[config.mk]
export PLATFORM = sky130hd
export DESIGN_NAME = mpbp_map
export DESIGN_NICKNAME = d
export VERILOG_FILES = /design/src/rtl/mpbp_pkg.sv /design/src/rtl/mpbp_map.sv
export SDC_FILE = /design/constraint.sdc
export NUM_CORES = 2
export LEC_CHECK = 0
export BUFFER_PORTS_ARGS = -buffer_cell sky130_fd_sc_hd__buf_4
export CELL_PAD_IN_SITES_DETAIL_PLACEMENT = 2
export CELL_PAD_IN_SITES_GLOBAL_PLACEMENT = 2
export CORE_MARGIN = 1
export CORE_UTILIZATION = 30
export DETAILED_ROUTE_END_ITERATION = 8
export GPL_ROUTABILITY_DRIVEN = 0
export PLACE_DENSITY = 0.61
export SLEW_MARGIN = 40
export SYNTH_ARGS = -nofsm -noshare
export SYNTH_HDL_FRONTEND = slang
export SYNTH_SLANG_ARGS = --single-unit
export TNS_END_PERCENT = 100
[constraint.sdc]
create_clock -name i_clk -period 13.9 [get_ports i_clk]
set_input_delay 0 -clock i_clk [delete_from_list [all_inputs] [get_ports i_clk]]
set_output_delay 0 -clock i_clk [all_outputs]
set_load 0.005 [all_outputs]
[src/rtl/mpbp_pkg.sv]
`default_nettype none
package mpbp_pkg;
    localparam int FRAC_BITS_DEF = 16;
    localparam int ROW_W = 66;
    localparam int QUO_W = 33;
    localparam int CFG_W = 14;

    localparam logic [2:0] ST_OK       = 3'd0;
    localparam logic [2:0] ST_INVALID  = 3'd1;
    localparam logic [2:0] ST_BEHIND   = 3'd2;
    localparam logic [2:0] ST_EMPTY    = 3'd3;
    localparam logic [2:0] ST_REJECT   = 3'd4;
    localparam logic [2:0] ST_OVERFLOW = 3'd5;

    localparam logic CFG_WIDTH  = 1'b0;
    localparam logic CFG_HEIGHT = 1'b1;

    typedef enum logic [1:0] {
        OP_LOAD   = 2'd0,
        OP_COMMIT = 2'd1,
        OP_POINT  = 2'd2,
        OP_BOX    = 2'd3
    } t_op;

    typedef struct packed {
        t_op                operation;
        logic [3:0]         entry_index;
        logic signed [31:0] entry_value;
        logic signed [31:0] corner_a_x;
        logic signed [31:0] corner_a_y;
        logic signed [31:0] corner_a_z;
        logic signed [31:0] corner_b_x;
        logic signed [31:0] corner_b_y;
        logic signed [31:0] corner_b_z;
    } t_in_word;

    typedef struct packed {
        logic [2:0]         status;
        logic signed [31:0] x_low;
        logic signed [31:0] y_low;
        logic signed [31:0] x_high;
        logic signed [31:0] y_high;
    } t_out_word;

    typedef struct packed {
        logic       valid;
        logic [2:0] status;
        logic       first;
        logic       last;
        logic       is_box;
        logic       coord;
    } t_meta;
endpackage
`default_nettype wire

[src/rtl/mpbp_map.sv]
`default_nettype none
module mpbp_map #(
    parameter int FRACTION_BITS = mpbp_pkg::FRAC_BITS_DEF
) (
    input  wire logic                           i_clk,
    input  wire logic                           i_rst_n,
    input  wire mpbp_pkg::t_meta                i_meta,
    input  wire logic [mpbp_pkg::QUO_W-1:0]     i_qx,
    input  wire logic [mpbp_pkg::QUO_W-1:0]     i_qy,
    input  wire logic                           i_sx,
    input  wire logic                           i_sy,
    input  wire logic [mpbp_pkg::CFG_W-1:0]     i_width,
    input  wire logic [mpbp_pkg::CFG_W-1:0]     i_height,
    output logic                                o_adv,
    output logic                                o_out_valid,
    input  wire logic                           i_out_stall,
    output mpbp_pkg::t_out_word                 o_out_word
);
    import mpbp_pkg::*;

    localparam int     T_W = QUO_W + 2;
    localparam int     P_W = T_W + CFG_W + 1;
    localparam longint ONE = longint'(1) << FRACTION_BITS;

    t_meta              r_ma;
    logic signed [T_W-1:0] r_tx;
    logic signed [T_W-1:0] r_ty;
    t_meta              r_mb;
    logic signed [P_W-1:0] r_px;
    logic signed [P_W-1:0] r_py;
    t_meta              r_c;
    logic signed [31:0] r_cx;
    logic signed [31:0] r_cy;
    logic [2:0]         r_acc_st;
    logic signed [31:0] r_xl;
    logic signed [31:0] r_yl;
    logic signed [31:0] r_xh;
    logic signed [31:0] r_yh;
    logic               r_out_valid;
    t_out_word          r_out_word;

    logic signed [T_W-1:0] one_t;
    logic signed [T_W-1:0] qxs;
    logic signed [T_W-1:0] qys;
    logic signed [T_W-1:0] tx;
    logic signed [T_W-1:0] ty;
    logic signed [P_W-1:0] hx;
    logic signed [P_W-1:0] hy;
    logic               fits;
    t_meta              mc;
    logic [2:0]         st;
    logic signed [31:0] xl;
    logic signed [31:0] yl;
    logic signed [31:0] xh;
    logic signed [31:0] yh;
    t_out_word          res;

    always_comb begin
        one_t = T_W'(ONE);
        qxs   = $signed({2'b00, i_qx});
        qys   = $signed({2'b00, i_qy});
        tx    = i_sx ? one_t - qxs : one_t + qxs;
        ty    = i_sy ? one_t + qys : one_t - qys;

        hx   = r_px >>> 1;
        hy   = r_py >>> 1;
        fits = ((hx[P_W-1:31] == '0) || (hx[P_W-1:31] == '1))
            && ((hy[P_W-1:31] == '0) || (hy[P_W-1:31] == '1));
        mc   = r_mb;
        if (r_mb.coord && r_mb.status == ST_OK && !fits) begin
            mc.status = ST_OVERFLOW;
        end

        o_adv = !r_c.valid || !r_c.last || !r_out_valid || !i_out_stall;

        // bounding rectangle, first failing corner wins
        if (r_c.first) begin
            st = r_c.status;
            xl = r_cx;
            xh = r_cx;
            yl = r_cy;
            yh = r_cy;
        end else begin
            st = r_acc_st;
            xl = r_xl;
            xh = r_xh;
            yl = r_yl;
            yh = r_yh;
            if (r_acc_st == ST_OK) begin
                if (r_c.status != ST_OK) begin
                    st = r_c.status;
                end else begin
                    if (r_cx < xl) xl = r_cx;
                    if (r_cx > xh) xh = r_cx;
                    if (r_cy < yl) yl = r_cy;
                    if (r_cy > yh) yh = r_cy;
                end
            end
        end

        res.status = st;
        if (st == ST_OK && r_c.coord && r_c.is_box && (xh <= xl || yh <= yl)) begin
            res.status = ST_EMPTY;
        end
        if (res.status != ST_OK || !r_c.coord) begin
            res.x_low  = '0;
            res.y_low  = '0;
            res.x_high = '0;
            res.y_high = '0;
        end else begin
            res.x_low  = xl;
            res.y_low  = yl;
            res.x_high = xh;
            res.y_high = yh;
        end
    end

    always_ff @(posedge i_clk) begin
        if (!i_rst_n) begin
            r_ma        <= '0;
            r_mb        <= '0;
            r_c         <= '0;
            r_out_valid <= 1'b0;
        end else begin
            if (o_adv) begin
                r_ma <= i_meta;
                r_mb <= r_ma;
                r_c  <= mc;
            end
            if (o_adv && r_c.valid && r_c.last) begin
                r_out_valid <= 1'b1;
            end else if (!i_out_stall) begin
                r_out_valid <= 1'b0;
            end
        end
    end

    always_ff @(posedge i_clk) begin
        if (o_adv) begin
            r_tx <= tx;
            r_ty <= ty;
            r_px <= P_W'(r_tx) * P_W'($signed({1'b0, i_width}));
            r_py <= P_W'(r_ty) * P_W'($signed({1'b0, i_height}));
            r_cx <= hx[31:0];
            r_cy <= hy[31:0];
        end
        if (o_adv && r_c.valid) begin
            r_acc_st <= st;
            r_xl     <= xl;
            r_yl     <= yl;
            r_xh     <= xh;
            r_yh     <= yh;
        end
        if (o_adv && r_c.valid && r_c.last) begin
            r_out_word <= res;
        end
    end

    assign o_out_valid = r_out_valid;
    assign o_out_word  = r_out_word;
endmodule
`default_nettype wire

* Word level (Yosys, flattened, before mapping)
Index checks and enable logic that the tools add are counted.
** Storage, ports and cells
- Flip-flop bits (word level) :: 521
- Logic and storage cells :: 103
- Input port bits :: 107
- Output and inout bits :: 133
** Cells by class
- $add $sub $neg :: 4
- Eq/ne operators :: 3
- $mul :: 2
- Reduce and logical (&&, ||, !) cells :: 28
- Mux-type cells :: 25
- $lt $le $gt $ge :: 6
** Operator list (count)
- 32-bit 2-to-1 mux :: 16
- 35-bit by 15-bit multiplier with 50-bit output :: 2
- 35-bit 2-to-1 mux :: 2
- 17-bit by 33-bit adder with 34-bit output (first input constant) :: 2
- 17-bit by 33-bit subtractor with 34-bit output (first input constant) :: 2
- 32-bit > comparator :: 2
- 32-bit less-or-equal comparator :: 2
- 32-bit less-than comparator :: 2
- 19-bit == test (second input constant) :: 2
- 19-bit logical NOT :: 2
- 3-bit 2-to-1 mux :: 5
- 3-bit logical NOT :: 3
- 1-bit logical AND :: 8
- 1-bit logical OR :: 7
- 1-bit logical NOT :: 6
- 3-bit nonzero test :: 2
- 1-bit 2-to-1 mux :: 2
- 2-bit by 1-bit inequality test with 1-bit output (second input constant) :: 1

* Depth between registers and ports, before layout
- Depth after elaboration :: 11
- Mapped depth :: 25
- Gate-level depth less buffers :: 23

* Worst setup path after synthesis
OpenSTA, ideal clock, no wires.
- Path kind :: register to register
- Start point :: register r_c[7] (netlist bit)
- End point :: register r_acc_st[0], enable pin
- Setup slack :: 2788 ps
- Data required time :: 13394 ps
- Stages on the path, launching flop included :: 6
- Buffers on the path :: 1
- Clock period less this slack :: 11112 ps
- Library setup time :: 506 ps
- Arrival time :: 10606 ps
- Path through :: dfxtp_1 nand2_1 nor2_1 inv_2 clkbuf_1 and2_1
** Between the ends
- Cells in the longest elaborated chain, start to end :: 5
** Ends and longest elaborated chain
- from (decl) :: RTL line mpbp_map.sv:31 : t_meta r_c;
- from (signal assigned) :: RTL line mpbp_map.sv:128 : r_c <= mc;
- 1-bit logical NOT :: RTL line mpbp_map.sv:74 : o_adv = !r_c.valid || !r_c.last || !r_out_valid || !i_out_stall;
- 1-bit logical OR (3 in series) :: RTL line mpbp_map.sv:74
- net o_adv :: RTL line mpbp_map.sv:14 : output logic o_adv,
- 1-bit logical AND :: RTL line mpbp_map.sv:147 : if (o_adv && r_c.valid) begin
- to (signal assigned) :: RTL line mpbp_map.sv:148 : r_acc_st <= st;
- to (decl) :: RTL line mpbp_map.sv:34 : logic [2:0] r_acc_st;
The timed path passes the listed nets, and every way through them passes these cells.
A chain may end at the register's enable or synchronous reset.

* Worst setup path after layout
- Start point :: register r_cy[9]
- End point :: register r_out_word, in the netlist o_out_word[26], data pin
** Between the ends
- Cells in the longest elaborated chain, start to end :: 11
- Elaborated cells on any way between the ends :: 16
- Classes of those cells :: order compare: 3; mux: 9; reduce/logical: 4
** Ends and longest elaborated chain
- from (decl) :: RTL line mpbp_map.sv:33 : logic signed [31:0] r_cy;
- from (signal assigned) :: RTL line mpbp_map.sv:145 : r_cy <= hy[31:0];
- 32-bit > comparator / 32-bit less-than comparator (equally long branches) :: RTL line mpbp_map.sv:96, mpbp_map.sv:95
- 32-bit 2-to-1 mux (on tied branches) :: RTL line mpbp_map.sv:96, mpbp_map.sv:95
- 32-bit 2-to-1 mux :: RTL line mpbp_map.sv:90 : if (r_c.status != ST_OK) begin
- 32-bit 2-to-1 mux :: RTL line mpbp_map.sv:89 : if (r_acc_st == ST_OK) begin
- 32-bit 2-to-1 mux :: RTL line mpbp_map.sv:77 : if (r_c.first) begin
- 32-bit less-or-equal comparator :: RTL line mpbp_map.sv:102 : if (st == ST_OK && r_c.coord && r_c.is_box && (xh <= xl || yh <= yl)) begin
- 1-bit logical OR :: RTL line mpbp_map.sv:102
- 1-bit logical AND :: RTL line mpbp_map.sv:102
- 3-bit 2-to-1 mux :: RTL line mpbp_map.sv:102
- 3-bit nonzero test :: RTL line mpbp_map.sv:105 : if (res.status != ST_OK || !r_c.coord) begin
- 1-bit logical OR :: RTL line mpbp_map.sv:105
- to (signal assigned) :: RTL line mpbp_map.sv:155 : r_out_word <= res;
- to (decl) :: RTL line mpbp_map.sv:40 : t_out_word r_out_word;
Several ways; a longest one is shown, not always the timed one.

==> out/metrics.cfg <==
[status]
outcome = complete, no violations

[cts]
numClockSinks = 519
cts_tree = yes
clk_path_buf_depth = 3
postCtsResizedCells = 0
cts_made_buffers = 70
clock_latency_ns = 0.69
clk_pin_slew_ns = 0.05
post_cts_buffers = 0
htreeDepth = 3
cts_root_buffer = clkbuf_16

[floorplanning]
rows = 162
die_w_um = 447
initial_core_util_pct = 30.3
die-area_sq_mm = 0.200
core-area_sq_mm = 0.196
die_height_um = 447
ios = 240

[logic_synthesis]
synth_area_leaders = fa_1, edfxtp_1, ha_1
synth_adder_area_share_pct = 39.0
ys_ff_latch = 519
syn_area_sq_mm = 0.0594
syn_nets = 7329
ys_top_cells_by_count = inv_1, fa_1, nand2_1
synth.area.mux_share_pct = 0.645
synth_cells = 5906
yosysTopAreaCell = fa_1
synthSimpleGateAreaFrac_pct = 15.0
synth_edf_count = 494
ys_seq_area_share_pct = 25.8
yosysMostFrequentCell = inv_1
synth_compound_area_share_pct = 8.67
synthXorXnorAreaFrac_pct = 2.34
avgSynthCellArea_sq_um = 10.1
synth_top_cell_area_share_pct = 30.1
synth.distinct_cells = 75
synth_warnings = 0
ys.flop_type = edfxtp_1
synthArstFlopShare_pct = 0
synth_top_family_by_area = adder cells

[critical_path]
slowest_delay_ns = 0.67
path_max_fanout = 50
critPathLaunch = r_cy[9]
worstReg2RegEnd = o_out_word[26]
crit_path_cell_trace = ha_1 > a21oi_1 > nor2b_1 > o21ai_0 > a21oi_1 > o31ai_1 > a31oi_1 > o21ai_4 > buf_4 > nand4_1 > and2_1 > ha_1 > nand4_1 > nor3_1 > nand3_1 > o22ai_1 > nor2_1 > nand4_1 > a211oi_1 > o21ai_4 > buf_4 > buf_4 > a21oi_1
crit_path_top_delay_cell = buf_4
crit_type = reg -> reg
r2r_cells = 23
r2r_slack_ns = 6.41
critPathCapture = o_out_word[26]
arrival_ns = 7.88
crit_required_ns = 14.29
startpoint_type = flip-flop
r2r-start = r_cy[9]
end_kind = flip-flop

[route]
first_iter_violations = 1573
met1_length_um = 86400
via_per_inst = 4.88
detail-route-antenna-nets = 0
routedWlPerCell_um = 21.6
routed_wl_um = 190000
num_vias = 42900
dr_wl_met3_um = 4970
first_pass_iters = 5
drc = 0
highest_layer = met5
met2_length_um = 94600

[place]
numPortBuffers = 239
dp_hpwl_um = 147000
place_area_sq_mm = 0.0638

[global_route]
grt.total_usage_pct = 19.5
grt_pass1_wl_um = 300000
grt_pass1_vias = 50400
antenna_found_initial = 12
grt_max_degree = 84
grt_overflow = 0

[final_layout]
layout-drive-gt1-share_pct = 8.08
register_area_sq_mm = 0.0153
multi_input_area_sq_mm = 0.0391
fill_cells = 21300
syn2layout_area_growth_pct = 13.9
final_area_sq_mm = 0.0676
finalNetCount = 7529

[job]
drv_cap = 0

[sta]
slew_viol_final = 0
tightest_slew_ns = 0.825
fmax_mhz = 134
hold_violations = 0
tns_ns = 0
finClkSkew_ns = 0.0246
layout_min_cycle_time_ns = 7.49
setup_viol = 0
min_period_over_period_pct = 53.9
relSlewSlack_pct = 45.0
rsz0062_at_grt = no

[hold_path]
hold_path_class = in -> reg

critical path: cells and delay by family, from the launching register on:
kind	cells	cell delay (ns)
adder cells (fa/ha/maj)	2	0.64
buffers and inverters	3	1.77
AO/OA/AOI/OAI	10	2.58
AND/OR/NAND/NOR	8	1.65
flip-flops	1	0.43
kinds of logic (layout without fill, tap and decap cells):
group                      Yosys count  count (layout)
AOI/OAI and AO/OA                  783             783
xor gates and xnor gates           159             159
adders and majority gates         1316            1316
buffers and inverters             1348            1605
DFF                                519             519
muxes                               38              38
other                                0               4
and+or+nand+nor                   1743            1743
state kept, by name, summed over array words and instances, names as in the netlist:
register     flops
o_out_word     131
r_px            49
r_py            49
r_tx            35
r_ty            35
r_cx            32
r_cy            32
r_xh            32
r_xl            32
r_yh            32
r_yl            32
r_c              8
r_ma             8
mc               5
r_acc_st         3
r_mb             3
o_out_valid      1
layout by cell type (no fill, tap or decap), drive strengths merged, types with 10 or more instances in the layout:
cell type    count
mux2i           36
o21a            29
and3            20
o21ai          119
o211ai          13
xor2            53
clkinv          26
fa             892
edfxtp         494
a21o           102
nand4          162
a211oi          21
a31oi           13
or2             10
nor4            17
nand2          672
nor2b           19
inv           1067
and2           587
ha             424
dlygate4sd3    140
o31ai           42
a21boi          27
a31o            69
nor3            37
clkbuf          85
nand3           31
nor2           126
nand2b          23
buf            274
or3             16
o21bai          15
dfxtp           25
a21oi          254
xnor2          106
per-layer routing:
layer | up-vias | GRT usage [%]
met5 | - | 0
met4 | 2 | 4.74
met3 | 176 | 1.67
met2 | 511 | 34.4
met1 | 22800 | 25.6
li1 | 19500 | -
repair_timing:
item / in CTS / in global routing
hold buffers: 140 / 0
endpoints found under the hold margin: 149 / 0
endpoints found under the setup margin: 0 / 0
worst min path at each step:
stage                        from       to  slack [ns]  cells after the start
after global routing      i_qy[0]  r_ty[0]        0.06                      2
after global placement    i_qy[0]  r_ty[0]        0.21                      1
after CTS                 i_qy[0]  r_ty[0]        0.02                      2
after floorplan           i_qx[0]  r_tx[0]         0.1                      0
final                     i_qy[0]  r_ty[0]        0.07                      2
after detailed placement  i_qy[0]  r_ty[0]        0.21                      1
layout make-up:
class	instances	share of cell area [%]
Sequential cell	519	22.7
Clock buffer	85	2.84
Clock inverter	44	0.755
Inverter	1062	5.91
Tap cell	2624	4.85
Multi-Input combinational cell	4039	57.8
Timing Repair Buffer	414	5.19
Antenna cell	4	0.0148
stage by stage:
stage	utilization, %	worst slack (ns)	hold slack, ns	cells
2_1_floorplan	-	2.79	0.0989	5906
3_3_place_gp	32.5	6.05	0.207	8516
3_5_place_dp	32.6	6.32	0.206	8518
4_1_cts	34.5	6.29	0.0193	8787
5_1_grt	34.5	5.98	0.0562	8788
6_report	34.5	6.41	0.0743	8791
Power is not shown: default switching activity piles up to over one toggle a cycle in this logic, so the estimate is an artifact.
